**src/hdl/pfe_pkg.sv**
```systemverilog
package pfe_pkg;

  // Square geometry and letter codes.
  localparam int SQUARE_SIDE = 5;
  localparam int CELLS       = SQUARE_SIDE * SQUARE_SIDE;
  localparam int LETTERS     = 26;

  localparam logic [4:0] CODE_I      = 5'd8;
  localparam logic [4:0] CODE_J      = 5'd9;
  localparam logic [4:0] CODE_X      = 5'd23;
  localparam logic [4:0] LAST_LETTER = 5'd25;

  // Input command codes.
  localparam logic [1:0] CMD_KEY    = 2'd0;
  localparam logic [1:0] CMD_FINISH = 2'd1;
  localparam logic [1:0] CMD_PLAIN  = 2'd2;

  // Queue between front and back.
  localparam int Q_DEPTH = 4;
  localparam int Q_AW    = $clog2(Q_DEPTH);

  typedef struct packed {
    logic [1:0] cmd;
    logic [4:0] letter;
    logic       msg_last;
  } in_item_t;

  typedef struct packed {
    logic [4:0] cipher_letter;
    logic       run_last;
    logic       msg_end;
  } out_item_t;

  // Classified operation handed from the front to the back.
  typedef enum logic [1:0] {
    OP_KEY    = 2'd0,
    OP_FINISH = 2'd1,
    OP_PLAIN  = 2'd2
  } op_t;

  typedef struct packed {
    op_t        op;
    logic [4:0] letter;
    logic       last;
  } op_item_t;

  // Status of the back end, watched at the top level.
  typedef struct packed {
    logic [4:0] fill;
    logic       sq_ready;
    logic       walking;
  } back_status_t;

  // Row of a square position: p / 5 through a reciprocal, exact for p < 32.
  function automatic logic [2:0] pos_row(input logic [4:0] p);
    logic [9:0] prod;
    prod = {5'b00000, p} * 10'd13;
    return prod[8:6];
  endfunction

  // Column of a square position: p % 5.
  function automatic logic [2:0] pos_col(input logic [4:0] p);
    logic [4:0] base;
    base = 5'({2'b00, pos_row(p)} * 5'(SQUARE_SIDE));
    return 3'(p - base);
  endfunction

  // Next row or column, wrapping at the edge of the square.
  function automatic logic [2:0] wrap_inc(input logic [2:0] x);
    return (x == 3'(SQUARE_SIDE - 1)) ? 3'd0 : 3'(x + 3'd1);
  endfunction

  // Position of a cell in row-major order.
  function automatic logic [4:0] cell_idx(input logic [2:0] r, input logic [2:0] c);
    return 5'({2'b00, r} * 5'(SQUARE_SIDE)) + {2'b00, c};
  endfunction

endpackage

```
**src/hdl/playfair_cipher_encryptor_core.sv**
```systemverilog
// Playfair encryptor on letter codes 0 (A) to 25 (Z). Key letters build the 5x5 square,
// a finish command completes it, and plaintext letters then come out as ciphertext
// transactions, one letter per cycle at most, with run_last on the last letter caused by
// an input and msg_end on the last letter of a message. Inputs go through a four-entry
// queue, so in_ready stays high while the back end works until four operations wait
// in it. The back end handles a key letter in its idle state, walks the alphabet for a
// finish command, and for a plaintext letter feeds each letter it adds to the pair stream
// (one to three) and, for every pair it completes (up to two pairs), runs the sequence of
// position lookups and square reads through the single read port of each memory and
// then hands both letters to the output register, where they wait on out_ready.
module playfair_cipher_encryptor_core
  import pfe_pkg::*;
(
  input  logic      clk,
  input  logic      rst_n,
  input  logic      in_valid,
  output logic      in_ready,
  input  in_item_t  in_item,
  output logic      out_valid,
  input  logic      out_ready,
  output out_item_t out_item
);

  logic          q_push, q_pop, q_full, q_empty;
  logic [Q_AW:0] q_count;
  op_item_t      q_in, q_out;
  back_status_t  status;

  // Front end: classification of incoming transactions.
  pfe_front u_front (
    .in_valid (in_valid),
    .in_item  (in_item),
    .q_full   (q_full),
    .in_ready (in_ready),
    .push     (q_push),
    .op_item  (q_in)
  );

  // Queue of classified operations.
  pfe_fifo u_fifo (
    .clk       (clk),
    .rst_n     (rst_n),
    .push      (q_push),
    .push_item (q_in),
    .pop       (q_pop),
    .pop_item  (q_out),
    .full      (q_full),
    .empty     (q_empty),
    .count     (q_count)
  );

  // Back end: key square, pairing and encryption.
  pfe_back u_back (
    .clk       (clk),
    .rst_n     (rst_n),
    .op_valid  (!q_empty),
    .op_item   (q_out),
    .op_pop    (q_pop),
    .out_ready (out_ready),
    .out_valid (out_valid),
    .out_item  (out_item),
    .status    (status)
  );

  // A finished square holds every cell.
  a_ready_full: assert property (@(posedge clk) disable iff (!rst_n)
    status.sq_ready |-> (status.fill == 5'(CELLS)))
    else $error("square marked ready before all cells are filled");

  // The square becomes ready only at the end of the alphabet walk.
  a_ready_after_walk: assert property (@(posedge clk) disable iff (!rst_n)
    $rose(status.sq_ready) |-> $past(status.walking))
    else $error("square became ready outside the finish walk");

  // The queue never holds more than its depth.
  a_queue_bound: assert property (@(posedge clk) disable iff (!rst_n)
    q_count <= (Q_AW+1)'(Q_DEPTH))
    else $error("operation queue overflow");

endmodule

```
**src/hdl/pfe_front.sv**
```systemverilog
module pfe_front
  import pfe_pkg::*;
(
  input  logic     in_valid,
  input  in_item_t in_item,
  input  logic     q_full,
  output logic     in_ready,
  output logic     push,
  output op_item_t op_item
);

  logic keep;

  // Take a transaction whenever the queue has room.
  assign in_ready = !q_full;

  // Classify the command and drop letters out of range and unused codes.
  // J shares the cell of I everywhere.
  always_comb begin
    keep           = 1'b0;
    op_item.op     = OP_KEY;
    op_item.letter = (in_item.letter == CODE_J) ? CODE_I : in_item.letter;
    op_item.last   = in_item.msg_last;
    unique case (in_item.cmd)
      CMD_KEY: begin
        keep       = (in_item.letter <= LAST_LETTER);
        op_item.op = OP_KEY;
      end
      CMD_FINISH: begin
        keep       = 1'b1;
        op_item.op = OP_FINISH;
      end
      CMD_PLAIN: begin
        keep       = (in_item.letter <= LAST_LETTER);
        op_item.op = OP_PLAIN;
      end
      default: begin
        keep = 1'b0;
      end
    endcase
  end

  assign push = in_valid && in_ready && keep;

endmodule

```
**src/hdl/pfe_fifo.sv**
```systemverilog
module pfe_fifo
  import pfe_pkg::*;
(
  input  logic          clk,
  input  logic          rst_n,
  input  logic          push,
  input  op_item_t      push_item,
  input  logic          pop,
  output op_item_t      pop_item,
  output logic          full,
  output logic          empty,
  output logic [Q_AW:0] count
);

  op_item_t        mem_r [Q_DEPTH];
  logic [Q_AW-1:0] wr_ptr_r, wr_ptr_nxt;
  logic [Q_AW-1:0] rd_ptr_r, rd_ptr_nxt;
  logic [Q_AW:0]   count_r, count_nxt;
  logic            do_push, do_pop;

  assign full     = (count_r == (Q_AW+1)'(Q_DEPTH));
  assign empty    = (count_r == '0);
  assign count    = count_r;
  assign pop_item = mem_r[rd_ptr_r];
  assign do_push  = push && !full;
  assign do_pop   = pop && !empty;

  // Pointer and occupancy update.
  always_comb begin
    wr_ptr_nxt = do_push ? Q_AW'(wr_ptr_r + 1'b1) : wr_ptr_r;
    rd_ptr_nxt = do_pop  ? Q_AW'(rd_ptr_r + 1'b1) : rd_ptr_r;
    count_nxt  = count_r;
    if (do_push && !do_pop) begin
      count_nxt = (Q_AW+1)'(count_r + 1'b1);
    end else if (do_pop && !do_push) begin
      count_nxt = (Q_AW+1)'(count_r - 1'b1);
    end
  end

  always_ff @(posedge clk) begin
    if (!rst_n) begin
      wr_ptr_r <= '0;
      rd_ptr_r <= '0;
      count_r  <= '0;
    end else begin
      wr_ptr_r <= wr_ptr_nxt;
      rd_ptr_r <= rd_ptr_nxt;
      count_r  <= count_nxt;
    end
  end

  // Entry storage needs no reset.
  always_ff @(posedge clk) begin
    if (do_push) begin
      mem_r[wr_ptr_r] <= push_item;
    end
  end

endmodule

```
**src/hdl/pfe_back.sv**
```systemverilog
module pfe_back
  import pfe_pkg::*;
(
  input  logic         clk,
  input  logic         rst_n,
  input  logic         op_valid,
  input  op_item_t     op_item,
  output logic         op_pop,
  input  logic         out_ready,
  output logic         out_valid,
  output out_item_t    out_item,
  output back_status_t status
);

  typedef enum logic [8:0] {
    ST_IDLE = 9'b000000001,
    ST_FIN  = 9'b000000010,
    ST_PUSH = 9'b000000100,
    ST_LPA  = 9'b000001000,
    ST_LPB  = 9'b000010000,
    ST_SQA  = 9'b000100000,
    ST_SQB  = 9'b001000000,
    ST_OUT1 = 9'b010000000,
    ST_OUT2 = 9'b100000000
  } state_t;

  state_t      state_r, state_nxt;
  logic [25:0] used_r, used_nxt;
  logic [4:0]  fill_r, fill_nxt;
  logic        ready_r, ready_nxt;
  logic        pend_v_r, pend_v_nxt;
  logic [4:0]  pend_r, pend_nxt;
  logic        prev_v_r, prev_v_nxt;
  logic [4:0]  prev_r, prev_nxt;
  logic [4:0]  walk_r, walk_nxt;
  logic [4:0]  cur_c_r, cur_c_nxt;
  logic        cur_dup_r, cur_dup_nxt;
  logic [1:0]  cur_t_r, cur_t_nxt;
  logic        cur_last_r, cur_last_nxt;
  logic [1:0]  j_r, j_nxt;
  logic [4:0]  e_r, e_nxt;
  logic        lastpair_r, lastpair_nxt;
  logic [4:0]  pa_r, pa_nxt;
  logic [4:0]  c2_r, c2_nxt;
  logic [4:0]  l1_r, l1_nxt;
  logic [4:0]  l2_r, l2_nxt;
  logic        out_valid_r, out_valid_nxt;
  out_item_t   out_r, out_nxt;

  // Key square and letter position memories.
  logic [4:0] sq_mem_r [CELLS];
  logic [4:0] lp_mem_r [LETTERS];
  logic [4:0] sq_rd_r, lp_rd_r;
  logic [4:0] sq_raddr, lp_raddr;
  logic       wr_en;
  logic [4:0] wr_letter, wr_pos;

  assign out_valid = out_valid_r;
  assign out_item  = out_r;
  assign status    = '{fill: fill_r, sq_ready: ready_r, walking: (state_r == ST_FIN)};

  // Letter of the expanded stream at push index j of the current plaintext letter.
  function automatic logic [4:0] stream_letter(input logic [1:0] j, input logic dup,
                                               input logic [4:0] c);
    logic [4:0] e;
    e = CODE_X;
    if (j == 2'd0) begin
      e = dup ? CODE_X : c;
    end else if (j == 2'd1) begin
      e = dup ? c : CODE_X;
    end
    return e;
  endfunction

  always_comb begin
    logic        slot_free;
    logic        place_en, can_place;
    logic [4:0]  place_c;
    logic [25:0] used_base;
    logic [4:0]  fill_base;
    logic        dup, pend_after, pad;
    logic [4:0]  e;
    logic [1:0]  j1;
    logic [2:0]  ra, ca, rb, cb;
    logic [4:0]  c1, c2;

    state_nxt     = state_r;
    used_nxt      = used_r;
    fill_nxt      = fill_r;
    ready_nxt     = ready_r;
    pend_v_nxt    = pend_v_r;
    pend_nxt      = pend_r;
    prev_v_nxt    = prev_v_r;
    prev_nxt      = prev_r;
    walk_nxt      = walk_r;
    cur_c_nxt     = cur_c_r;
    cur_dup_nxt   = cur_dup_r;
    cur_t_nxt     = cur_t_r;
    cur_last_nxt  = cur_last_r;
    j_nxt         = j_r;
    e_nxt         = e_r;
    lastpair_nxt  = lastpair_r;
    pa_nxt        = pa_r;
    c2_nxt        = c2_r;
    l1_nxt        = l1_r;
    l2_nxt        = l2_r;
    out_nxt       = out_r;
    slot_free     = !out_valid_r || out_ready;
    out_valid_nxt = out_valid_r && !out_ready;
    op_pop        = 1'b0;
    place_en      = 1'b0;
    place_c       = op_item.letter;
    used_base     = used_r;
    fill_base     = fill_r;
    lp_raddr      = e_r;
    sq_raddr      = c2_r;
    dup           = 1'b0;
    pend_after    = 1'b0;
    pad           = 1'b0;
    e             = stream_letter(j_r, cur_dup_r, cur_c_r);
    j1            = 2'(j_r + 2'd1);
    ra            = pos_row(pa_r);
    ca            = pos_col(pa_r);
    rb            = pos_row(lp_rd_r);
    cb            = pos_col(lp_rd_r);
    c1            = cell_idx(ra, cb);
    c2            = cell_idx(rb, ca);

    unique case (state_r)
      // Take the next operation from the queue.
      ST_IDLE: begin
        if (op_valid) begin
          op_pop = 1'b1;
          unique case (op_item.op)
            OP_KEY: begin
              if (ready_r) begin
                used_base  = '0;
                fill_base  = '0;
                ready_nxt  = 1'b0;
                pend_v_nxt = 1'b0;
                prev_v_nxt = 1'b0;
              end
              place_en = 1'b1;
              place_c  = op_item.letter;
            end
            OP_FINISH: begin
              if (!ready_r) begin
                walk_nxt  = '0;
                state_nxt = ST_FIN;
              end
            end
            OP_PLAIN: begin
              if (ready_r) begin
                dup          = prev_v_r && (prev_r == op_item.letter);
                pend_after   = pend_v_r ^ !dup;
                pad          = op_item.last && pend_after;
                cur_c_nxt    = op_item.letter;
                cur_dup_nxt  = dup;
                cur_t_nxt    = 2'(2'd1 + {1'b0, dup} + {1'b0, pad});
                cur_last_nxt = op_item.last;
                j_nxt        = '0;
                prev_nxt     = op_item.letter;
                prev_v_nxt   = !op_item.last;
                state_nxt    = ST_PUSH;
              end
            end
            default: begin
              state_nxt = ST_IDLE;
            end
          endcase
        end
      end

      // Append the unused letters in alphabet order, J left out.
      ST_FIN: begin
        place_en = (walk_r != CODE_J);
        place_c  = walk_r;
        walk_nxt = 5'(walk_r + 5'd1);
        if (walk_r == LAST_LETTER) begin
          ready_nxt = 1'b1;
          state_nxt = ST_IDLE;
        end
      end

      // Feed one stream letter: hold it as half a pair or start encrypting a pair.
      ST_PUSH: begin
        j_nxt = j1;
        if (!pend_v_r) begin
          pend_nxt   = e;
          pend_v_nxt = 1'b1;
          if (j1 == cur_t_r) begin
            state_nxt = ST_IDLE;
          end
        end else begin
          lp_raddr     = pend_r;
          e_nxt        = e;
          lastpair_nxt = ({1'b0, j_r} + 3'd2 >= {1'b0, cur_t_r});
          pend_v_nxt   = 1'b0;
          state_nxt    = ST_LPA;
        end
      end

      ST_LPA: begin
        pa_nxt    = lp_rd_r;
        lp_raddr  = e_r;
        state_nxt = ST_LPB;
      end

      // Choose the two ciphertext cells by the row, column or rectangle rule.
      ST_LPB: begin
        if (ra == rb) begin
          c1 = cell_idx(ra, wrap_inc(ca));
          c2 = cell_idx(rb, wrap_inc(cb));
        end else if (ca == cb) begin
          c1 = cell_idx(wrap_inc(ra), ca);
          c2 = cell_idx(wrap_inc(rb), cb);
        end
        sq_raddr  = c1;
        c2_nxt    = c2;
        state_nxt = ST_SQA;
      end

      ST_SQA: begin
        l1_nxt    = sq_rd_r;
        sq_raddr  = c2_r;
        state_nxt = ST_SQB;
      end

      ST_SQB: begin
        l2_nxt    = sq_rd_r;
        state_nxt = ST_OUT1;
      end

      // Hand the pair to the output register, one letter per transaction.
      ST_OUT1: begin
        if (slot_free) begin
          out_valid_nxt = 1'b1;
          out_nxt       = '{cipher_letter: l1_r, run_last: 1'b0, msg_end: 1'b0};
          state_nxt     = ST_OUT2;
        end
      end

      ST_OUT2: begin
        if (slot_free) begin
          out_valid_nxt = 1'b1;
          out_nxt       = '{cipher_letter: l2_r, run_last: lastpair_r,
                            msg_end: lastpair_r && cur_last_r};
          state_nxt     = (j_r == cur_t_r) ? ST_IDLE : ST_PUSH;
        end
      end

      default: begin
        state_nxt = ST_IDLE;
      end
    endcase

    // Place a letter into the next free cell unless it is already there.
    can_place = place_en && !used_base[place_c] && (fill_base < 5'(CELLS));
    wr_en     = can_place;
    wr_letter = place_c;
    wr_pos    = fill_base;
    if (place_en) begin
      used_nxt = used_base;
      fill_nxt = fill_base;
    end
    if (can_place) begin
      used_nxt[place_c] = 1'b1;
      fill_nxt          = 5'(fill_base + 5'd1);
    end
  end

  // Control state.
  always_ff @(posedge clk) begin
    if (!rst_n) begin
      state_r     <= ST_IDLE;
      used_r      <= '0;
      fill_r      <= '0;
      ready_r     <= 1'b0;
      pend_v_r    <= 1'b0;
      prev_v_r    <= 1'b0;
      out_valid_r <= 1'b0;
    end else begin
      state_r     <= state_nxt;
      used_r      <= used_nxt;
      fill_r      <= fill_nxt;
      ready_r     <= ready_nxt;
      pend_v_r    <= pend_v_nxt;
      prev_v_r    <= prev_v_nxt;
      out_valid_r <= out_valid_nxt;
    end
  end

  // Payload registers.
  always_ff @(posedge clk) begin
    pend_r     <= pend_nxt;
    prev_r     <= prev_nxt;
    walk_r     <= walk_nxt;
    cur_c_r    <= cur_c_nxt;
    cur_dup_r  <= cur_dup_nxt;
    cur_t_r    <= cur_t_nxt;
    cur_last_r <= cur_last_nxt;
    j_r        <= j_nxt;
    e_r        <= e_nxt;
    lastpair_r <= lastpair_nxt;
    pa_r       <= pa_nxt;
    c2_r       <= c2_nxt;
    l1_r       <= l1_nxt;
    l2_r       <= l2_nxt;
    out_r      <= out_nxt;
  end

  // Memories: one write and one registered read each per cycle.
  always_ff @(posedge clk) begin
    if (wr_en) begin
      sq_mem_r[wr_pos]    <= wr_letter;
      lp_mem_r[wr_letter] <= wr_pos;
    end
    sq_rd_r <= sq_mem_r[sq_raddr];
    lp_rd_r <= lp_mem_r[lp_raddr];
  end

endmodule
```
**config.mk**
```make
export PLATFORM = sky130hd
export DESIGN_NAME = playfair_cipher_encryptor_core
export DESIGN_NICKNAME = d
export VERILOG_FILES = /design/src/hdl/pfe_pkg.sv /design/src/hdl/playfair_cipher_encryptor_core.sv /design/src/hdl/pfe_front.sv /design/src/hdl/pfe_fifo.sv /design/src/hdl/pfe_back.sv
export SDC_FILE = /design/constraint.sdc
export NUM_CORES = 1
export LEC_CHECK = 0
export ABC_AREA = 1
export BUFFER_PORTS_ARGS = -buffer_cell sky130_fd_sc_hd__buf_2
export CAP_MARGIN = 15
export CORE_ASPECT_RATIO = 0.8
export CORE_MARGIN = 1
export CORE_UTILIZATION = 51
export CTS_BUF_LIST = sky130_fd_sc_hd__clkbuf_2
export DETAILED_ROUTE_END_ITERATION = 8
export PLACE_DENSITY = 0.7
export SLEW_MARGIN = 5
export SYNTH_ARGS = -nofsm -noshare
export SYNTH_HDL_FRONTEND = slang
export SYNTH_SLANG_ARGS = --single-unit
```
**constraint.sdc**
```tcl
create_clock -name clk -period 5.4 [get_ports clk]
set_clock_uncertainty 0.05 [all_clocks]
set_input_delay 0.54 -clock clk [delete_from_list [all_inputs] [get_ports clk]]
set_output_delay 0.54 -clock clk [all_outputs]
set_load 0.03 [all_outputs]
```
==> qor.yml <==
synth_top_flop_cell: "edfxtp_1"
htree_levels: 3
yosysUniqueCellTypes: 49
cts_made_buffers: 99
nNetsFinal: 2266
antenna_left: 0
fp-row-count: 64
postSynthAreaPerCell_um2: 9.65
cts_num_sinks: 404
num_io_pins: 21
grt_overflow: 0
powerDensity_nw_per_um2: 337
yosysTopAreaCellShare_pct: 51.4
grt_pass1_wl_um: 75000
drtIter0Drc: 1311
track_usage_pct: 24.0
place.gp.congestion: 0.874
root_buffer: "clkbuf_2"
viasPerCell: 5.48
worstMarginPinSlew_ps: 1070
arrival_ps: 5950
final_cell_mix: "nand2_1 (389), edfxtp_1 (341), inv_1 (262)"
synth_nets: 2166
seq_area_frac_synth_pct: 57.7
num_vias: 15006
relSlewSlack_pct: 27.8
drc: 0
start_kind: "register"
maxCapViolations: 0
hp-class: "in -> reg"
cts_tree: "yes"
initial_utilization_pct: 51.9
drive_above_1_share_pct: 13.5
multi_input_area_um2: 7140
netlist_top_cells_area: "edfxtp_1 (51%), nand2_1 (7.4%), dfxtp_1 (6.3%), nand3_1 (5.3%), ha_1 (5.0%)"
stdcell_area_um2: 21800
die_x_um: 223
path_max_fanout: 15
port_buffers: 20
finalSetupTns_ps: 0
wirelength_um: 47200
cts_max_path_buffers: 3
post_dp_cell_area_um2: 20600
die_y_um: 179
netlist_instances: 2065
final_common_cell: "nand2_1"
synth_warnings: 0
critPathKind: "reg -> reg"
endpoint_kind: "register"
setup_ws_ps: 309
drv_slew: 0
area_growth_pct: 9.35
synth_edf_count: 341
grt_antenna_before_repair: 1
post-route-util_pct: 56.8
grt_max_degree: 66
finalHoldViolations: 0
dpl_worst_slack_ps: 114
synth_seq_cells: 404
worstPathRequired_ps: 6260
clk_pin_slew_worst_paths_ps: 110
syn_area_um2: 19900
dp.cells: 2542
fillers: 3250
peakVddDrop_mv: 0.238
post-route-period-util_pct: 94.3
core_area_um2: 38400
final_cells: 2738
status: "complete, no violations"
insertion_delay_ps: 1020
die_area_um2: 39900
fmax_mhz: 196
regArea_um2: 11500
min_period_ps: 5090
grt_pass1_vias: 14559
setup_violations: 0
dp_hpwl_um: 31200
wl_per_cell_um: 17.2
ys_async_sr_fraction_pct: 0
synth_largest_area_cell: "edfxtp_1"
drtPass1Iterations: 6
p_leak_nw: 9.08
## cell usage after synthesis (7+ instances only)
master and count:
nand2_1 395, edfxtp_1 341, inv_1 264, nor2_1 217, nand3_1 211, o21ai_0 124, ha_1 80, dfxtp_1 63
a21oi_1 60, clkbuf_1 51, nand4_1 26, nand3b_1 24, o221ai_1 22, o22ai_1 21, xor2_1 21, buf_2 17
or2_2 13, nand2_2 10, fa_1 9, inv_2 9, nor3_1 9, o211ai_1 9, buf_1 7, xnor2_1 7
## sequential cells by signal, indices dropped and copies added (netlist names), 7 cells and up, named ones only
register,cells
u_back.state_r,9
u_back.sq_mem_r,125
u_back.out_item,7
u_back.lp_mem_r,130
u_back.used_r,26
u_fifo.mem_r,32
## worst max-delay path, stage by stage, from the launching register on
cell	delay [ps]
edfxtp_1	430
buf_4	160
ha_1	290
ha_1	300
ha_1	330
nand2_1	80
nand2_1	70
inv_1	90
nand2_1	70
nand2_1	90
nand2_1	70
ha_1	200
fa_2	610
inv_1	90
ha_1	310
ha_1	230
fa_1	440
o21ai_1	150
nor2_1	90
o22ai_2	210
clkinvlp_4	170
buf_12	160
nand3_1	100
nand3_1	90
nand2_1	70
nand2_1	40
nand2_1	50
## where the power goes
group          internal [W]  switching [W]  total, W
Sequential          0.00368      0.0000715   0.00375
Clock              0.000758        0.00119   0.00195
Combinational      0.000440        0.00120   0.00164
Total               0.00488        0.00246   0.00734
## through the flow
step	total power, W	hold slack [ps]
floorplan	0.00489	354
global placement	0.00538	395
detailed placement	0.00542	408
CTS	0.00737	187
global route	0.00774	221
finish	0.00734	290
## path summary, 6_finish.rpt
path	start	endpoint	slack [ps]	depth (start not counted)
setup / recovery	u_back.pa_r[2]$_DFFE_PN_	u_back.sq_rd_r[0]$_DFF_P_	310	26
hold / removal	in_item[3]	u_fifo.mem_r[2][3]$_DFFE_PP_	290	2
setup reg to reg	u_back.pa_r[2]$_DFFE_PN_	u_back.sq_rd_r[0]$_DFF_P_	310	26
hold reg to reg	u_back.sq_rd_r[0]$_DFF_P_	u_back.l1_r[0]$_DFFE_PP_	420	0
## cells by family (layout without fill, tap and decap cells)
family / Yosys count / in the layout / synth area share [%]
simple gates: 916 / 916 / 20.0
buf+inv: 355 / 532 / 6.93
compound gates: 269 / 269 / 7.96
flops: 404 / 404 / 57.7
mux: 4 / 4 / 0.201
other cells: 0 / 1 / 0
fa+ha+maj: 89 / 89 / 5.93
xor+xnor: 28 / 28 / 1.23
## routing by layer
layer | wire length (um) | GRT usage [%] | vias up | share of wire (%)
li1 | - | - | 7266 | -
met1 | 20800 | 32.8 | 7071 | 44
met2 | 21500 | 38.0 | 578 | 46
met3 | 3830 | 5.15 | 91 | 8.1
met4 | 1040 | 8.33 | 0 | 2.2
met5 | 0 | 0 | - | 0
## layout make-up
class	instances	area share [%]
Sequential cell	404	52.8
Multi-Input combinational cell	1306	32.8
Inverter	276	4.80
Clock buffer	156	3.58
Tap cell	495	2.84
Timing Repair Buffer	77	2.75
Clock inverter	22	0.402
Timing Repair inverter	1	0.0345
Antenna cell	1	0.0115
## repair_timing
item | CTS | global route
setup buffers | 0 | 4
resized for setup | 0 | 21
endpoints found under the hold margin | 48 | 0
hold buffers | 12 | 0
setup endpoints to repair | 0 | 5
Note: power is estimated with default switching activity, not from simulation.
